--- config.mk ---
export PLATFORM = sky130hd
export DESIGN_NAME = arith_expr_tokenizer
export DESIGN_NICKNAME = d
export VERILOG_FILES = /design/src/rtl/aet_pkg.sv /design/src/rtl/aet_front.sv /design/src/rtl/aet_queue.sv /design/src/rtl/aet_back.sv /design/src/rtl/arith_expr_tokenizer.sv
export SDC_FILE = /design/constraint.sdc
export NUM_CORES = 1
export LEC_CHECK = 0
export BUFFER_PORTS_ARGS = -buffer_cell sky130_fd_sc_hd__buf_2
export CAP_MARGIN = 15
export CORE_MARGIN = 2
export CORE_UTILIZATION = 35
export DETAILED_ROUTE_END_ITERATION = 8
export HOLD_SLACK_MARGIN = 0.1
export MAX_ROUTING_LAYER = met4
export PLACE_DENSITY = 0.57
export RECOVER_POWER = 50
export SYNTH_ARGS = -nofsm -noshare
export SYNTH_HDL_FRONTEND = slang
export SYNTH_SLANG_ARGS = --single-unit
--- constraint.sdc ---
create_clock -name i_clk -period 11.6 [get_ports i_clk]
set_clock_uncertainty 0.15 [all_clocks]
set_input_delay 1.16 -clock i_clk [delete_from_list [all_inputs] [get_ports i_clk]]
set_output_delay 1.16 -clock i_clk [all_outputs]
set_load 0.005 [all_outputs]
--- src/rtl/aet_pkg.sv ---
// Shared types and constants of the arithmetic expression tokenizer.
`default_nettype none

package aet_pkg;

    // Saturating counter widths
    localparam int LINE_CNT_W = 16;
    localparam int COL_CNT_W  = 16;
    localparam int LEN_CNT_W  = 16;

    // Token field widths
    localparam int KIND_W   = 3;
    localparam int LINE_F_W = 16;
    localparam int COL_F_W  = 16;
    localparam int LEN_F_W  = 16;
    localparam int CHAR_W   = 8;

    localparam int TDATA_F_W = LINE_F_W + COL_F_W + LEN_F_W + CHAR_W;
    localparam int O_TDATA_W = ((TDATA_F_W + 7) / 8) * 8;
    localparam int PAD_W     = O_TDATA_W - TDATA_F_W;

    // Token group and queue sizing
    localparam int GRP_N     = 3;
    localparam int GRP_CNT_W = $clog2(GRP_N + 1);
    localparam int Q_DEPTH   = 4;
    localparam int Q_PTR_W   = $clog2(Q_DEPTH);
    localparam int Q_CNT_W   = $clog2(Q_DEPTH + 1);

    localparam logic [CHAR_W-1:0] CH_ZERO  = 8'h30;
    localparam logic [CHAR_W-1:0] CH_NINE  = 8'h39;
    localparam logic [CHAR_W-1:0] CH_DOT   = 8'h2E;
    localparam logic [CHAR_W-1:0] CH_SLASH = 8'h2F;
    localparam logic [CHAR_W-1:0] CH_PLUS  = 8'h2B;
    localparam logic [CHAR_W-1:0] CH_MINUS = 8'h2D;
    localparam logic [CHAR_W-1:0] CH_STAR  = 8'h2A;
    localparam logic [CHAR_W-1:0] CH_SPACE = 8'h20;
    localparam logic [CHAR_W-1:0] CH_TAB   = 8'h09;
    localparam logic [CHAR_W-1:0] CH_CR    = 8'h0D;
    localparam logic [CHAR_W-1:0] CH_LF    = 8'h0A;

    typedef enum logic [KIND_W-1:0] {
        KIND_NUMBER = 3'd0,
        KIND_PLUS   = 3'd1,
        KIND_MINUS  = 3'd2,
        KIND_STAR   = 3'd3,
        KIND_SLASH  = 3'd4,
        KIND_ERROR  = 3'd5,
        KIND_END    = 3'd6
    } t_kind;

    typedef struct packed {
        t_kind                kind;
        logic [LINE_F_W-1:0]  line;
        logic [COL_F_W-1:0]   col;
        logic [LEN_F_W-1:0]   len;
        logic [CHAR_W-1:0]    bad;
    } t_token;

    // Tokens released by one input word, slot 0 first
    typedef struct packed {
        t_token [GRP_N-1:0]   tok;
        logic [GRP_CNT_W-1:0] cnt;
    } t_group;

    typedef struct packed {
        logic   valid;
        t_group grp;
    } t_push;

    typedef struct packed {
        logic empty;
        logic full;
    } t_q_stat;

endpackage

`default_nettype wire

--- src/rtl/aet_front.sv ---
// Scanner front end: per-byte state update and token group build.
`default_nettype none

module aet_front (
    input  wire logic                        i_clk,
    input  wire logic                        i_rst_n,
    input  wire logic                        i_accept,
    input  wire logic [aet_pkg::CHAR_W-1:0]  i_char,
    input  wire logic                        i_end,
    output aet_pkg::t_push                   o_push
);

    typedef enum logic [5:0] {
        MODE_IDLE    = 6'b000001,
        MODE_INT     = 6'b000010,
        MODE_DOT     = 6'b000100,
        MODE_FRAC    = 6'b001000,
        MODE_SLASH   = 6'b010000,
        MODE_COMMENT = 6'b100000
    } t_mode;

    localparam logic [aet_pkg::LINE_CNT_W-1:0] LINE_MAX = '1;
    localparam logic [aet_pkg::COL_CNT_W-1:0]  COL_MAX  = '1;
    localparam logic [aet_pkg::LEN_CNT_W-1:0]  LEN_MAX  = '1;

    t_mode                            r_mode,  n_mode;
    logic [aet_pkg::LINE_CNT_W-1:0]   r_line,  n_line;
    logic [aet_pkg::COL_CNT_W-1:0]    r_col,   n_col;
    logic [aet_pkg::COL_CNT_W-1:0]    r_start, n_start;
    logic [aet_pkg::LEN_CNT_W-1:0]    r_run,   n_run;

    aet_pkg::t_group                  grp;
    logic [aet_pkg::GRP_CNT_W-1:0]    k;
    logic                             do_flush;
    logic                             do_idle;
    logic                             char_digit;
    logic [aet_pkg::LINE_CNT_W-1:0]   line_inc;
    logic [aet_pkg::COL_CNT_W-1:0]    col_inc;
    logic [aet_pkg::LEN_CNT_W-1:0]    run_inc1;
    logic [aet_pkg::LEN_CNT_W-1:0]    run_inc2;

    function automatic aet_pkg::t_token mk_tok(
        input aet_pkg::t_kind                  kind,
        input logic [aet_pkg::LINE_CNT_W-1:0]  line,
        input logic [aet_pkg::COL_CNT_W-1:0]   col,
        input logic [aet_pkg::LEN_CNT_W-1:0]   len,
        input logic [aet_pkg::CHAR_W-1:0]      bad
    );
        aet_pkg::t_token t;
        t.kind = kind;
        t.line = aet_pkg::LINE_F_W'(line);
        t.col  = aet_pkg::COL_F_W'(col);
        t.len  = aet_pkg::LEN_F_W'(len);
        t.bad  = bad;
        return t;
    endfunction

    always_comb begin
        char_digit = (i_char >= aet_pkg::CH_ZERO) && (i_char <= aet_pkg::CH_NINE);
        line_inc = (r_line == LINE_MAX) ? r_line : r_line + 1'b1;
        col_inc  = (r_col == COL_MAX) ? r_col : r_col + 1'b1;
        run_inc1 = (r_run == LEN_MAX) ? r_run : r_run + 1'b1;
        run_inc2 = (r_run >= LEN_MAX - 1'b1) ? LEN_MAX : r_run + 2'd2;

        n_mode   = r_mode;
        n_line   = r_line;
        n_col    = r_col;
        n_start  = r_start;
        n_run    = r_run;
        grp      = '0;
        k        = '0;
        do_flush = 1'b0;
        do_idle  = 1'b0;

        if (i_end) begin
            do_flush = (r_mode != MODE_COMMENT);
        end else if (r_mode == MODE_COMMENT) begin
            if (i_char == aet_pkg::CH_LF) begin
                n_mode = MODE_IDLE;
                n_line = line_inc;
                n_col  = '0;
            end else begin
                n_col = col_inc;
            end
        end else if (r_mode == MODE_SLASH && i_char == aet_pkg::CH_SLASH) begin
            n_col  = col_inc;
            n_mode = MODE_COMMENT;
        end else if ((r_mode == MODE_INT || r_mode == MODE_FRAC) && char_digit) begin
            n_col = col_inc;
            n_run = run_inc1;
        end else if (r_mode == MODE_INT && i_char == aet_pkg::CH_DOT) begin
            n_col  = col_inc;
            n_mode = MODE_DOT;
        end else if (r_mode == MODE_DOT && char_digit) begin
            n_col  = col_inc;
            n_run  = run_inc2;
            n_mode = MODE_FRAC;
        end else begin
            do_flush = 1'b1;
            do_idle  = 1'b1;
        end

        // Held number or slash goes out ahead of anything the new byte makes
        if (do_flush) begin
            case (r_mode)
                MODE_INT, MODE_FRAC: begin
                    grp.tok[k] = mk_tok(aet_pkg::KIND_NUMBER, r_line, r_start, r_run, '0);
                    k = k + 1'b1;
                end
                MODE_DOT: begin
                    grp.tok[k] = mk_tok(aet_pkg::KIND_NUMBER, r_line, r_start, r_run, '0);
                    k = k + 1'b1;
                    grp.tok[k] = mk_tok(aet_pkg::KIND_ERROR, r_line, r_col,
                                        aet_pkg::LEN_CNT_W'(1), aet_pkg::CH_DOT);
                    k = k + 1'b1;
                end
                MODE_SLASH: begin
                    grp.tok[k] = mk_tok(aet_pkg::KIND_SLASH, r_line, r_start,
                                        aet_pkg::LEN_CNT_W'(1), '0);
                    k = k + 1'b1;
                end
                default: begin
                end
            endcase
        end

        if (do_idle) begin
            n_mode = MODE_IDLE;
            if (i_char == aet_pkg::CH_SPACE || i_char == aet_pkg::CH_TAB ||
                i_char == aet_pkg::CH_CR) begin
                n_col = col_inc;
            end else if (i_char == aet_pkg::CH_LF) begin
                n_line = line_inc;
                n_col  = '0;
            end else if (i_char == aet_pkg::CH_SLASH) begin
                n_col   = col_inc;
                n_start = col_inc;
                n_mode  = MODE_SLASH;
            end else if (char_digit) begin
                n_col   = col_inc;
                n_start = col_inc;
                n_run   = aet_pkg::LEN_CNT_W'(1);
                n_mode  = MODE_INT;
            end else begin
                n_col = col_inc;
                if (i_char == aet_pkg::CH_PLUS) begin
                    grp.tok[k] = mk_tok(aet_pkg::KIND_PLUS, r_line, col_inc,
                                        aet_pkg::LEN_CNT_W'(1), '0);
                end else if (i_char == aet_pkg::CH_MINUS) begin
                    grp.tok[k] = mk_tok(aet_pkg::KIND_MINUS, r_line, col_inc,
                                        aet_pkg::LEN_CNT_W'(1), '0);
                end else if (i_char == aet_pkg::CH_STAR) begin
                    grp.tok[k] = mk_tok(aet_pkg::KIND_STAR, r_line, col_inc,
                                        aet_pkg::LEN_CNT_W'(1), '0);
                end else begin
                    grp.tok[k] = mk_tok(aet_pkg::KIND_ERROR, r_line, col_inc,
                                        aet_pkg::LEN_CNT_W'(1), i_char);
                end
                k = k + 1'b1;
            end
        end

        // End token reports the column of the last byte; then back to reset values
        if (i_end) begin
            grp.tok[k] = mk_tok(aet_pkg::KIND_END, r_line, r_col, '0, '0);
            k = k + 1'b1;
            n_mode  = MODE_IDLE;
            n_line  = aet_pkg::LINE_CNT_W'(1);
            n_col   = '0;
            n_start = '0;
            n_run   = '0;
        end

        grp.cnt = k;
    end

    always_ff @(posedge i_clk) begin
        if (!i_rst_n) begin
            r_mode  <= MODE_IDLE;
            r_line  <= aet_pkg::LINE_CNT_W'(1);
            r_col   <= '0;
            r_start <= '0;
            r_run   <= '0;
        end else if (i_accept) begin
            r_mode  <= n_mode;
            r_line  <= n_line;
            r_col   <= n_col;
            r_start <= n_start;
            r_run   <= n_run;
        end
    end

    assign o_push.valid = i_accept && (k != '0);
    assign o_push.grp   = grp;

endmodule

`default_nettype wire

--- src/rtl/aet_queue.sv ---
// Token group FIFO between scanner and output serializer.
`default_nettype none

module aet_queue (
    input  wire logic            i_clk,
    input  wire logic            i_rst_n,
    input  wire aet_pkg::t_push  i_push,
    input  wire logic            i_pop,
    output aet_pkg::t_group      o_head,
    output aet_pkg::t_q_stat     o_stat
);

    aet_pkg::t_group                r_mem [aet_pkg::Q_DEPTH];
    logic [aet_pkg::Q_PTR_W-1:0]    r_wr, n_wr;
    logic [aet_pkg::Q_PTR_W-1:0]    r_rd, n_rd;
    logic [aet_pkg::Q_CNT_W-1:0]    r_cnt, n_cnt;
    logic                           pop_ok;

    localparam logic [aet_pkg::Q_PTR_W-1:0] PTR_LAST = aet_pkg::Q_PTR_W'(aet_pkg::Q_DEPTH - 1);

    always_comb begin
        pop_ok = i_pop && (r_cnt != '0);
        n_wr   = i_push.valid ? ((r_wr == PTR_LAST) ? '0 : r_wr + 1'b1) : r_wr;
        n_rd   = pop_ok ? ((r_rd == PTR_LAST) ? '0 : r_rd + 1'b1) : r_rd;
        n_cnt  = r_cnt;
        if (i_push.valid && !pop_ok) begin
            n_cnt = r_cnt + 1'b1;
        end else if (!i_push.valid && pop_ok) begin
            n_cnt = r_cnt - 1'b1;
        end
    end

    always_ff @(posedge i_clk) begin
        if (!i_rst_n) begin
            r_wr  <= '0;
            r_rd  <= '0;
            r_cnt <= '0;
        end else begin
            r_wr  <= n_wr;
            r_rd  <= n_rd;
            r_cnt <= n_cnt;
        end
    end

    always_ff @(posedge i_clk) begin
        if (i_push.valid) begin
            r_mem[r_wr] <= i_push.grp;
        end
    end

    assign o_head       = r_mem[r_rd];
    assign o_stat.empty = (r_cnt == '0);
    assign o_stat.full  = (r_cnt == aet_pkg::Q_CNT_W'(aet_pkg::Q_DEPTH));

endmodule

`default_nettype wire

--- src/rtl/aet_back.sv ---
// Output serializer: walks the head group one token per word.
`default_nettype none

module aet_back (
    input  wire logic              i_clk,
    input  wire logic              i_rst_n,
    input  wire aet_pkg::t_group   i_head,
    input  wire aet_pkg::t_q_stat  i_stat,
    input  wire logic              i_ready,
    output logic                   o_pop,
    output logic                   o_valid,
    output aet_pkg::t_token        o_tok,
    output logic                   o_last
);

    logic [aet_pkg::GRP_CNT_W-1:0] r_idx, n_idx;
    logic                          take;

    always_comb begin
        o_valid = !i_stat.empty;
        o_last  = (r_idx == aet_pkg::GRP_CNT_W'(i_head.cnt - 1'b1));
        case (r_idx)
            2'd1:    o_tok = i_head.tok[1];
            2'd2:    o_tok = i_head.tok[2];
            default: o_tok = i_head.tok[0];
        endcase
        take  = o_valid && i_ready;
        o_pop = take && o_last;
        n_idx = r_idx;
        if (take) begin
            n_idx = o_last ? '0 : r_idx + 1'b1;
        end
    end

    always_ff @(posedge i_clk) begin
        if (!i_rst_n) begin
            r_idx <= '0;
        end else begin
            r_idx <= n_idx;
        end
    end

endmodule

`default_nettype wire

--- src/rtl/arith_expr_tokenizer.sv ---
// Top level of the arithmetic expression tokenizer.
//
//  channel   dir  tdata                                  tuser       tlast
//  s_axis    in   [7:0] char_in                          -           end_of_input
//  m_axis    out  [15:0] line [31:16] column             [2:0] kind  last token of byte
//                 [47:32] length [55:48] bad_char
//
// One source byte is taken per cycle; its tokens (zero to three) go out one per
// cycle from a four-entry group FIFO, so throughput is set by the output port.
// The input stalls only while that FIFO is full.
// Reset (synchronous, active low) returns the scanner to line 1, column 0, and
// empties the FIFO; no clearing pass is needed.
`default_nettype none

module arith_expr_tokenizer (
    input  wire logic                          i_clk,
    input  wire logic                          i_rst_n,
    input  wire logic                          i_s_axis_tvalid,
    output logic                               o_s_axis_tready,
    input  wire logic [7:0]                    i_s_axis_tdata,  // [7:0] char_in
    input  wire logic                          i_s_axis_tlast,
    output logic                               o_m_axis_tvalid,
    input  wire logic                          i_m_axis_tready,
    // [15:0] line_number, [31:16] column_number, [47:32] token_length, [55:48] bad_char
    output logic [aet_pkg::O_TDATA_W-1:0]      o_m_axis_tdata,
    output logic [aet_pkg::KIND_W-1:0]         o_m_axis_tuser,  // [2:0] token_kind
    output logic                               o_m_axis_tlast
);

    logic              s_acc;
    aet_pkg::t_push    w_push;
    aet_pkg::t_group   w_head;
    aet_pkg::t_q_stat  w_q_stat;
    logic              w_pop;
    aet_pkg::t_token   w_tok;

    assign o_s_axis_tready = !w_q_stat.full;
    assign s_acc           = i_s_axis_tvalid && o_s_axis_tready;

    aet_front u_front (
        .i_clk    (i_clk),
        .i_rst_n  (i_rst_n),
        .i_accept (s_acc),
        .i_char   (i_s_axis_tdata),
        .i_end    (i_s_axis_tlast),
        .o_push   (w_push)
    );

    aet_queue u_queue (
        .i_clk   (i_clk),
        .i_rst_n (i_rst_n),
        .i_push  (w_push),
        .i_pop   (w_pop),
        .o_head  (w_head),
        .o_stat  (w_q_stat)
    );

    aet_back u_back (
        .i_clk   (i_clk),
        .i_rst_n (i_rst_n),
        .i_head  (w_head),
        .i_stat  (w_q_stat),
        .i_ready (i_m_axis_tready),
        .o_pop   (w_pop),
        .o_valid (o_m_axis_tvalid),
        .o_tok   (w_tok),
        .o_last  (o_m_axis_tlast)
    );

    assign o_m_axis_tuser = w_tok.kind;
    assign o_m_axis_tdata = aet_pkg::O_TDATA_W'({w_tok.bad, w_tok.len, w_tok.col, w_tok.line});

    // End marker always releases at least the end token
    a_end_pushes: assert property (@(posedge i_clk) disable iff (!i_rst_n)
        (s_acc && i_s_axis_tlast) |-> w_push.valid)
        else $error("end marker produced no tokens");

    // A pushed group is never empty
    a_grp_nonempty: assert property (@(posedge i_clk) disable iff (!i_rst_n)
        w_push.valid |-> (w_push.grp.cnt != '0))
        else $error("empty token group pushed");

    // A full queue always offers a word downstream
    a_full_valid: assert property (@(posedge i_clk) disable iff (!i_rst_n)
        w_q_stat.full |-> o_m_axis_tvalid)
        else $error("queue full without output valid");

    // End token is the final token of its byte
    a_end_last: assert property (@(posedge i_clk) disable iff (!i_rst_n)
        (o_m_axis_tvalid && (o_m_axis_tuser == aet_pkg::KIND_END)) |-> o_m_axis_tlast)
        else $error("end token without tlast");

endmodule

`default_nettype wire

==> results_dict.tcl <==
set metrics [dict create \
    outcome "finished with violations" \
    violations "capacitance limit, slew limit" \
    cp.arrival_ns 7.08 \
    fin_hold_ws_ns 0.304 \
    synth-xor-area-share 0.00453 \
    p_leak_nw 10.4 \
    post-place-ws_ns 4.59 \
    synth.area.mux_share 0.120 \
    synth_compound_area_frac 0.0781 \
    post-route-drc-count 0 \
    setup_tns_ns 0 \
    synth_largest_area_cell "edfxtp_1" \
    finalPower_w 0.00618 \
    fillers 7446 \
    ctsHoldBuffers 0 \
    grt_usage 0.180 \
    postCtsSetupBuffers 0 \
    critPathKind "flop to primary output" \
    place_congestion 0.889 \
    netlist.area_leader.share 0.617 \
    layout.nets 2000 \
    clk_path_buf_depth 3 \
    required_ns 10.29 \
    numCtsBuffers 72 \
    insertion_delay_ns 0.62 \
    routed_wl_mm 74.9 \
    port_buffers 74 \
    dieWidth_um 292 \
    hold_path.class "flop to flop" \
    dp.cells 2962 \
    dp_hpwl_mm 45.0 \
    die_area_um2 85200 \
    seq_area_frac_synth 0.672 \
    fmax_mhz 119 \
    grt_max_degree 112 \
    antenna_found_initial 4 \
    drtAntennaViolNets 0 \
    rsz0062_at_grt "no" \
    yosys_warnings 0 \
    rows 105 \
    period_needed_ns 8.39 \
    pin_count 75 \
    netlist_area_um2 29000 \
    area_growth_pct 12.8 \
    path_clk_slew_ns 0.06 \
    netlist_instances 1907 \
    grt_pass1_vias 17404 \
    powerDensity_nw_per_um2 189 \
    synth_edf_count 596 \
    drt-pass1-iter-count 5 \
    start_util 0.353 \
    worst_slew_pin_slew_ns 4.37 \
    cts_root_buf "clkbuf_16" \
    synth_nets 1940 \
    finalSetupViolCount 0 \
    finalHoldViolations 0 \
    core-area_um2 82100 \
    synth_top_family_by_area "multiplexers" \
    ir_worst_vdd_mv 0.122 \
    vias 17245 \
    h-tree-depth 3 \
    async_flop_share 0 \
    endpoint_kind "primary output" \
    synthFlopType "edfxtp_1" \
    final_cells 3098 \
    grt-ovfl-total 0 \
    vias_per_cell 5.57 \
    synth.avg_cell_area_um2 15.2 \
    avgRoutedWirePerCell_um 24.2 \
    synth_adder_area_share 0.00888 \
    ys_ff_latch 677 \
    cts_tree "done" \
    worstSetupStartpointType "flop" \
    yosys.area_share.simple 0.0974 \
    grt_pass1_wl_mm 113 \
    slew_viol_final 224 \
    synth.distinct_cells 83 \
    fin_crit_sh 0.723 \
    fp.dieH_um 292 \
    layout_setup_ws_ns 3.21 \
    critPathMaxFanout 67 \
    cts_resized 0 \
    drtIter0Drc 1497 \
    max_slew_margin -1.91 \
    synth_area_leaders "edfxtp_1 62%, mux4_2 12%, dfxtp_1 5.6%" \
    cts.sinks 677 \
    drive_above_1_share 0.161 \
    maxCapViolCount 7 \
]
==> synthesized netlist by cell type (10+ instances only) <==
library cell / count
mux4_2: 149
buf_1: 24
nand3_1: 32
nor2_1: 98
dfxtp_1: 81
ha_1: 19
a22oi_1: 50
clkbuf_1: 70
nand2_1: 157
o21ai_0: 115
or3_1: 14
a31oi_1: 10
inv_1: 17
nor2b_1: 49
nor3_1: 21
and3_1: 29
a21oi_1: 81
nand2b_1: 13
mux2i_1: 11
and2_1: 62
edfxtp_1: 596
nand4_1: 27
buf_2: 18
==> sequential cells by signal, indices dropped and copies added, names as in the netlist, named ones only <==
signal and count:
u_front.r_run 16, u_front.r_line 16, u_queue.r_wr 2, u_front.r_col 16, u_front.r_mode 6, u_queue.r_cnt 3
u_back.r_idx 2, u_queue.r_mem 596, u_queue.r_rd 2, u_front.r_start 16
==> worst max-delay path, stage by stage (launching register included) <==
cell and delay (ns):
dfxtp_1 1.62, clkbuf_1 3.15, mux4_2 0.75, a22oi_1 0.10
o21ai_0 0.57, buf_2 0.23
==> cell type report <==
class / instances / area (um^2) / share of cell area
flip-flops and latches: 677 / 19500 / 0.596
multi-input cells: 1096 / 8960 / 0.274
clock buffers: 96 / 1930 / 0.0590
well taps: 1070 / 1340 / 0.0409
repair buffers: 101 / 510 / 0.0156
clock inverters: 37 / 393 / 0.0120
inverters: 19 / 71.3 / 0.00218
diodes: 2 / 5.00 / 0.000153
==> path summary, 6_finish.rpt <==
path | startpoint | cells past startpoint | end | slack (ns)
hold / removal | u_front.r_start[6] | 2 | u_front.r_start[6] | 0.30
setup / recovery | flop | 5 | o_m_axis_tdata[52] | 3.21
setup reg to reg | flop | 12 | u_queue.r_cnt[2] | 3.78
hold reg to reg | u_front.r_start[6] | 2 | u_front.r_start[6] | 0.30
==> layer usage <==
metal	routed length [um]	global-route usage
met5	0	-
met4	1960	0.0522
met3	3950	0.0289
met2	36600	0.289
met1	32400	0.236
==> cell usage in the layout (no fill, tap or decap), types with 17 or more instances in the layout <==
master	count
inv_1	17
mux4_2	149
nor3_1	22
nand4_1	27
buf_2	27
and2_0	33
dfxtp_1	80
o21ai_0	120
a21oi_1	81
ha_1	17
nand3_1	32
a22oi_1	50
nand2_1	157
clkbuf_16	73
and2_1	26
and3_1	29
edfxtp_1	596
nor2_1	99
clkbuf_1	76
nor2b_1	49
==> metrics by stage <==
stage | instance area, um^2 | utilization
2_1_floorplan | 29000 | -
3_3_place_gp | 30500 | 0.372
3_5_place_dp | 30500 | 0.372
4_1_cts | 32900 | 0.400
5_1_grt | 32700 | 0.399
6_report | 32700 | 0.399
==> where the power goes <==
group          internal (W)  switching (W)
sequential          0.00283      0.0000486
clock               0.00132       0.000945
combinational      0.000398       0.000633
==> logic make-up after synthesis <==
group                    Yosys count
buffers and inverters            134
AND/OR/NAND/NOR                  546
AO/OA/AOI/OAI                    353
multiplexers                     162
flip-flops                       677
adder cells (fa/ha/maj)           20
XOR/XNOR                          15
Note: power is estimated with default switching activity, not from simulation.
